**config.mk**
```make
export PLATFORM = sky130hd
export DESIGN_NAME = krle_ctrl
export DESIGN_NICKNAME = d
export VERILOG_FILES = /design/src/hw/rtl/krle_pkg.sv /design/src/hw/rtl/krle_ctrl.sv
export SDC_FILE = /design/constraint.sdc
export NUM_CORES = 1
export LEC_CHECK = 0
export BUFFER_PORTS_ARGS = -buffer_cell sky130_fd_sc_hd__buf_2
export CORE_MARGIN = 2
export CORE_UTILIZATION = 25
export DETAILED_ROUTE_END_ITERATION = 8
export PLACE_DENSITY = 0.53
export SLEW_MARGIN = 20
export SYNTH_ARGS = -nofsm -noshare
export SYNTH_HDL_FRONTEND = slang
export SYNTH_SLANG_ARGS = --single-unit
```
**constraint.sdc**
```tcl
create_clock -name clk -period 2.35 [get_ports clk]
set_input_delay 0.47 -clock clk [delete_from_list [all_inputs] [get_ports clk]]
set_output_delay 0.47 -clock clk [all_outputs]
set_load 0.005 [all_outputs]
```
**src/hw/rtl/krle_pkg.sv**
```systemverilog
// ----------------------------------------------------------------------------
// krle_pkg: shared types and constants of the keyed record list engine
// Record layout, operation and status codes, and the command and flag
// groups passed between the controller and the datapath.
// ----------------------------------------------------------------------------
package krle_pkg;

	localparam int CAPACITY = 64;
	localparam int AW = $clog2(CAPACITY);
	localparam int CW = $clog2(CAPACITY + 1);
	localparam int PW = 7;
	localparam int WW = (CW > PW) ? CW : PW;

	localparam logic [2:0] MODE_APPEND = 3'd0;
	localparam logic [2:0] MODE_INSERT = 3'd1;
	localparam logic [2:0] MODE_MODIFY = 3'd2;
	localparam logic [2:0] MODE_DELETE = 3'd3;
	localparam logic [2:0] MODE_SORT   = 3'd4;
	localparam logic [2:0] MODE_READ   = 3'd5;

	localparam logic [2:0] ST_OK     = 3'd0;
	localparam logic [2:0] ST_FULL   = 3'd1;
	localparam logic [2:0] ST_BADPOS = 3'd2;
	localparam logic [2:0] ST_DUP    = 3'd3;
	localparam logic [2:0] ST_NOKEY  = 3'd4;

	typedef struct packed {
		logic [31:0] key;
		logic [63:0] payload;
		logic [15:0] duration;
	} rec_t;

	typedef enum logic [2:0] {RA_IDX, RA_IDX_P1, RA_IDX_M1, RA_POS, RA_ZERO} rd_addr_t;
	typedef enum logic {WA_IDX, WA_POS} wr_addr_t;
	typedef enum logic [1:0] {WD_RD, WD_CARRY, WD_NEW, WD_MOD} wr_data_t;
	typedef enum logic [2:0] {IX_HOLD, IX_ZERO, IX_LEN, IX_INC, IX_DEC} idx_op_t;
	typedef enum logic [1:0] {LM_HOLD, LM_LOAD, LM_DEC} lim_op_t;
	typedef enum logic [1:0] {LN_HOLD, LN_INC, LN_DEC} len_op_t;

	typedef struct packed {
		logic      load;
		logic      rd_en;
		rd_addr_t  rd_addr;
		logic      wr_en;
		wr_addr_t  wr_addr;
		wr_data_t  wr_data;
		idx_op_t   idx_op;
		lim_op_t   lim_op;
		len_op_t   len_op;
		logic      carry_ld;
		logic      finish;
		logic [2:0] status;
		logic      found_en;
	} cmd_t;

	typedef struct packed {
		logic [2:0] mode;
		logic full;
		logic pos_gt_len;
		logic pos_ge_len;
		logic len_zero;
		logic len_lt2;
		logic key_hit;
		logic search_last;
		logic idx_gt_pos;
		logic idx_p1_lt_len;
		logic idx_lt_lim;
		logic lim_is1;
		logic carry_gt;
	} flags_t;

endpackage

```
**src/hw/rtl/krle_ctrl.sv**
```systemverilog
// ----------------------------------------------------------------------------
// krle_ctrl: operation sequencer
// Walks search, shift, sort-pass and read sequences one memory access a
// step and issues datapath commands.
// ----------------------------------------------------------------------------
module krle_ctrl import krle_pkg::*; (
	input  logic   clk,
	input  logic   arst_n,
	input  logic   in_valid,
	output logic   in_ready,
	input  logic   out_busy,
	input  flags_t flg,
	output cmd_t   cmd
);

	localparam logic [3:0] S_IDLE   = 4'd0;
	localparam logic [3:0] S_DEC    = 4'd1;
	localparam logic [3:0] S_SRD    = 4'd2;
	localparam logic [3:0] S_SCMP   = 4'd3;
	localparam logic [3:0] S_ICHK   = 4'd4;
	localparam logic [3:0] S_IWR    = 4'd5;
	localparam logic [3:0] S_DCHK   = 4'd6;
	localparam logic [3:0] S_DWR    = 4'd7;
	localparam logic [3:0] S_PSTART = 4'd8;
	localparam logic [3:0] S_PLOAD  = 4'd9;
	localparam logic [3:0] S_PRD    = 4'd10;
	localparam logic [3:0] S_PCMP   = 4'd11;
	localparam logic [3:0] S_RDONE  = 4'd12;

	logic [3:0] state_q, state_d;

	always_ff @(posedge clk or negedge arst_n) begin
		if (!arst_n) begin
			state_q <= S_IDLE;
		end else begin
			state_q <= state_d;
		end
	end

	always_comb begin
		cmd      = '0;
		state_d  = state_q;
		in_ready = 1'b0;
		unique case (state_q)
			S_IDLE: begin
				in_ready = !out_busy;
				if (in_valid && !out_busy) begin
					cmd.load = 1'b1;
					state_d  = S_DEC;
				end
			end
			S_DEC: begin
				unique case (flg.mode)
					MODE_APPEND, MODE_INSERT: begin
						priority if (flg.full) begin
							cmd.finish = 1'b1;
							cmd.status = ST_FULL;
							state_d    = S_IDLE;
						end else if (flg.mode == MODE_INSERT && flg.pos_gt_len) begin
							cmd.finish = 1'b1;
							cmd.status = ST_BADPOS;
							state_d    = S_IDLE;
						end else if (flg.len_zero) begin
							cmd.idx_op = IX_LEN;
							state_d    = S_ICHK;
						end else begin
							cmd.idx_op = IX_ZERO;
							state_d    = S_SRD;
						end
					end
					MODE_MODIFY, MODE_DELETE: begin
						if (flg.len_zero) begin
							cmd.finish = 1'b1;
							cmd.status = ST_NOKEY;
							state_d    = S_IDLE;
						end else begin
							cmd.idx_op = IX_ZERO;
							state_d    = S_SRD;
						end
					end
					MODE_SORT: begin
						if (flg.len_lt2) begin
							cmd.finish = 1'b1;
							cmd.status = ST_OK;
							state_d    = S_IDLE;
						end else begin
							cmd.lim_op = LM_LOAD;
							state_d    = S_PSTART;
						end
					end
					MODE_READ: begin
						if (flg.pos_ge_len) begin
							cmd.finish = 1'b1;
							cmd.status = ST_BADPOS;
							state_d    = S_IDLE;
						end else begin
							cmd.rd_en   = 1'b1;
							cmd.rd_addr = RA_POS;
							state_d     = S_RDONE;
						end
					end
					default: begin
						cmd.finish = 1'b1;
						cmd.status = ST_OK;
						state_d    = S_IDLE;
					end
				endcase
			end
			S_SRD: begin
				cmd.rd_en   = 1'b1;
				cmd.rd_addr = RA_IDX;
				state_d     = S_SCMP;
			end
			S_SCMP: begin
				priority if (flg.key_hit) begin
					if (flg.mode == MODE_DELETE) begin
						state_d = S_DCHK;
					end else begin
						cmd.finish = 1'b1;
						state_d    = S_IDLE;
						if (flg.mode == MODE_MODIFY) begin
							cmd.wr_en   = 1'b1;
							cmd.wr_addr = WA_IDX;
							cmd.wr_data = WD_MOD;
							cmd.status  = ST_OK;
						end else begin
							cmd.status = ST_DUP;
						end
					end
				end else if (flg.search_last) begin
					if (flg.mode == MODE_APPEND || flg.mode == MODE_INSERT) begin
						cmd.idx_op = IX_LEN;
						state_d    = S_ICHK;
					end else begin
						cmd.finish = 1'b1;
						cmd.status = ST_NOKEY;
						state_d    = S_IDLE;
					end
				end else begin
					cmd.idx_op = IX_INC;
					state_d    = S_SRD;
				end
			end
			S_ICHK: begin
				if (flg.idx_gt_pos) begin
					cmd.rd_en   = 1'b1;
					cmd.rd_addr = RA_IDX_M1;
					state_d     = S_IWR;
				end else begin
					cmd.wr_en   = 1'b1;
					cmd.wr_addr = WA_POS;
					cmd.wr_data = WD_NEW;
					cmd.len_op  = LN_INC;
					cmd.finish  = 1'b1;
					cmd.status  = ST_OK;
					state_d     = S_IDLE;
				end
			end
			S_IWR: begin
				cmd.wr_en   = 1'b1;
				cmd.wr_addr = WA_IDX;
				cmd.wr_data = WD_RD;
				cmd.idx_op  = IX_DEC;
				state_d     = S_ICHK;
			end
			S_DCHK: begin
				if (flg.idx_p1_lt_len) begin
					cmd.rd_en   = 1'b1;
					cmd.rd_addr = RA_IDX_P1;
					state_d     = S_DWR;
				end else begin
					cmd.len_op = LN_DEC;
					cmd.finish = 1'b1;
					cmd.status = ST_OK;
					state_d    = S_IDLE;
				end
			end
			S_DWR: begin
				cmd.wr_en   = 1'b1;
				cmd.wr_addr = WA_IDX;
				cmd.wr_data = WD_RD;
				cmd.idx_op  = IX_INC;
				state_d     = S_DCHK;
			end
			S_PSTART: begin
				cmd.rd_en   = 1'b1;
				cmd.rd_addr = RA_ZERO;
				cmd.idx_op  = IX_ZERO;
				state_d     = S_PLOAD;
			end
			S_PLOAD: begin
				cmd.carry_ld = 1'b1;
				state_d      = S_PRD;
			end
			S_PRD: begin
				if (flg.idx_lt_lim) begin
					cmd.rd_en   = 1'b1;
					cmd.rd_addr = RA_IDX_P1;
					state_d     = S_PCMP;
				end else begin
					// end of pass: the carried record settles at the top
					cmd.wr_en   = 1'b1;
					cmd.wr_addr = WA_IDX;
					cmd.wr_data = WD_CARRY;
					cmd.lim_op  = LM_DEC;
					if (flg.lim_is1) begin
						cmd.finish = 1'b1;
						cmd.status = ST_OK;
						state_d    = S_IDLE;
					end else begin
						state_d = S_PSTART;
					end
				end
			end
			S_PCMP: begin
				cmd.wr_en   = 1'b1;
				cmd.wr_addr = WA_IDX;
				cmd.idx_op  = IX_INC;
				if (flg.carry_gt) begin
					cmd.wr_data = WD_RD;
				end else begin
					cmd.wr_data  = WD_CARRY;
					cmd.carry_ld = 1'b1;
				end
				state_d = S_PRD;
			end
			S_RDONE: begin
				cmd.finish   = 1'b1;
				cmd.status   = ST_OK;
				cmd.found_en = 1'b1;
				state_d      = S_IDLE;
			end
			default: begin
				state_d = S_IDLE;
			end
		endcase
	end

endmodule

```
==> results.txt <==
status - completed
fmax - 426 MHz
Synth top cells by count - nand2_1 (15), inv_1 (10), nor2_1 (10)
Biggest register - state_q
DP Cell Count - 185
largest net degree at the start of global routing - 16
Clock Power Share - 0.102
Yosys reg bits - 4
post-DR vias/cell - 5.39
syn_area_per_cell - 6.35 sq um
top-count cell post-synth - nand2_1
Worst Skew - 0.00371 ns
Final Setup Violations - 0
Lkg Pwr - 0.557 nW
Via Count - 1019
Comb pwr share - 0.754
cell taking the most area after synthesis - dfrtp_1
clock sinks - 4
CTS Hold Bufs - 0
DR pass1 iterations - 4
Worst-Skew Late Latency - 0.23 ns
crit path DAT - 1.88 ns
H-tree Lvls - 1
Row Count - 19
max reg flops - 4
register share of total power - 0.144
DR DRC count - 0
warnings from Yosys - 0
internal power - 0.435 mW
sequential-to-total area share from yosys stat - 0.141
CP Capture Type - output port
Yosys cell types - 35
Iteration-0 DRC Markers - 30
RD Place Congestion - 0.805
Hold Path Class - in2async
post-route setup slack - 0.00218 ns
Core ar. - 2730 sq um
Hold Slack - 0.0313 ns
Mapped Cells - 112
Diodes inserted - 0
Port Buf Inserts - 41
Routed Antenna Nets - 0
area grow syn2layout - 45.6%
gr ovfl total - 0
CTS Buffer Depth - 2
fin crit share - 0.999
die area - 3290 sq um
routed wire length - 2520 microns
Sw Share - 0.478
Slew HR - 0.734
NetSw - 0.398 mW
CP required - 1.88 ns
top flop regs - state_q (4)
post-synth top area share - 0.141
Cell Count, Final, Fillers Out - 189
Tmin final - 2.35 ns
die width - 57.3 microns
critical path class - reg2out
Synth Flop Type - dfrtp_1
vias in the first global route - 892
Mapped Nets - 131
MaxCap Viol Count - 0
worst slack, placed - 0.271 ns
crit-path max FO - 4
die span in y - 57.3 microns
CP startpoint kind - flop
final max-slew violation count - 0
Mapped Area - 711 sq um
wire length per cell - 13.3 microns
Worst-path clk slew - 0.04 ns
EDFF count, synth - 0
CTS tree - done
final hold viol count - 0
first-pass GRT wire length - 3890 microns
Tot GR Track Use - 0.149
async set-reset flop share out of synthesis - 1.00
largest cells by area after synthesis - dfrtp_1 (14%), nand2_1 (7.9%), a21oi_1 (6.3%)
DP Wirelength - 2010 microns
initial antenna violation count - 0
CTS buffer count - 3
final core utilization - 0.378
clock root buffer - clkbuf_4
Initial Utilization - 0.260
Slew @ Worst Pin - 0.393 ns
power density cells - 805 nW/um^2
maximum VDD drop - 0.449 mV
layout cell share with drive strength beyond 1 - 0.380
nets - 179
I/O Pins - 42
Final Total Pwr - 0.833 mW
## metal layers
metal | routed length [microns] | share of wire | global-route usage | up-vias
met5 | 0 | 0 | 0 | -
met3 | 196 | 0.078 | 0.0249 | 0
met1 | 1110 | 0.44 | 0.191 | 472
li1 | - | - | - | 504
met2 | 1210 | 0.48 | 0.255 | 43
met4 | 0 | 0 | 0.0498 | 0
## through the flow
stage | TNS [ns] | area (sq um)
after floorplan | 0 | 711
after global placement | 0 | 985
after detailed placement | 0 | 985
after CTS | 0 | 1010
after global routing | -0.0477 | 1030
final | 0 | 1030
## layout by cell type (no fill, tap or decap), types with 2 or more instances in the layout
cell type / count
a21o_1: 2
a21oi_1: 9
a22o_1: 2
a32oi_1: 2
and4_1: 2
buf_2: 41
buf_4: 8
clkbuf_4: 3
dfrtp_1: 3
inv_1: 10
nand2_1: 15
nand2b_1: 7
nand3_1: 6
nand3b_1: 4
nand4_1: 3
nor2_1: 9
nor2b_1: 2
nor3_1: 3
o2111ai_1: 2
o21ai_0: 4
o31a_1: 2
## power groups by stage
| stage | clock network (mW) | logic (mW) | registers (mW) |
|---|---|---|---|
| floorplan | 0 | 0.350 | 0.126 |
| global placement | 0 | 0.595 | 0.117 |
| detailed placement | 0 | 0.600 | 0.119 |
| CTS | 0.0866 | 0.601 | 0.118 |
| global route | 0.0931 | 0.688 | 0.124 |
| finish | 0.0848 | 0.628 | 0.120 |
## repair_timing
item	4_1_cts	5_1_grt
gates resized for setup	0	6
endpoints found under the setup margin	0	5
setup buffers	0	1
## path summary, 6_finish.rpt
kind                            cells past startpoint  slack [ns]              startpoint                endpoint
max in group asynchronous                           1        2.19                  arst_n  state_q[2]$_DFFE_PN0P_
worst min register to register                      2        0.71  state_q[2]$_DFFE_PN0P_  state_q[0]$_DFFE_PN0P_
worst max register to register                      3        0.75  state_q[1]$_DFFE_PN0P_  state_q[3]$_DFFE_PN0P_
worst max-delay path                                6       0.002  state_q[3]$_DFFE_PN0P_                  cmd[4]
min in group clk                                    3        0.55                  flg[7]  state_q[3]$_DFFE_PN0P_
worst min-delay path                                1        0.03                  arst_n  state_q[3]$_DFFE_PN0P_
## worst max-delay path, stage by stage, from the launching register on
cell       delay (ns)
dfrtp_1          0.40
nor4b_1          0.41
buf_4            0.21
o21ai_0          0.11
a221o_1          0.27
o2111ai_1        0.11
buf_2            0.15
## kinds of logic after synthesis
group	count (synthesis)	share of synthesized area
xor+xnor	1	0.0123
buf+inv	16	0.0845
mux	1	0.0158
compound gates	29	0.282
flops	4	0.141
simple gates	61	0.465
## cell type report
cell class	instances	area [sq um]
tap	31	38.8
clock buffer	3	22.5
sequential	4	101
multi-input combinational	92	569
timing repair buffer	49	265
inverter	10	37.5
fill	310	1700
Power figures use the tool's default switching activity.
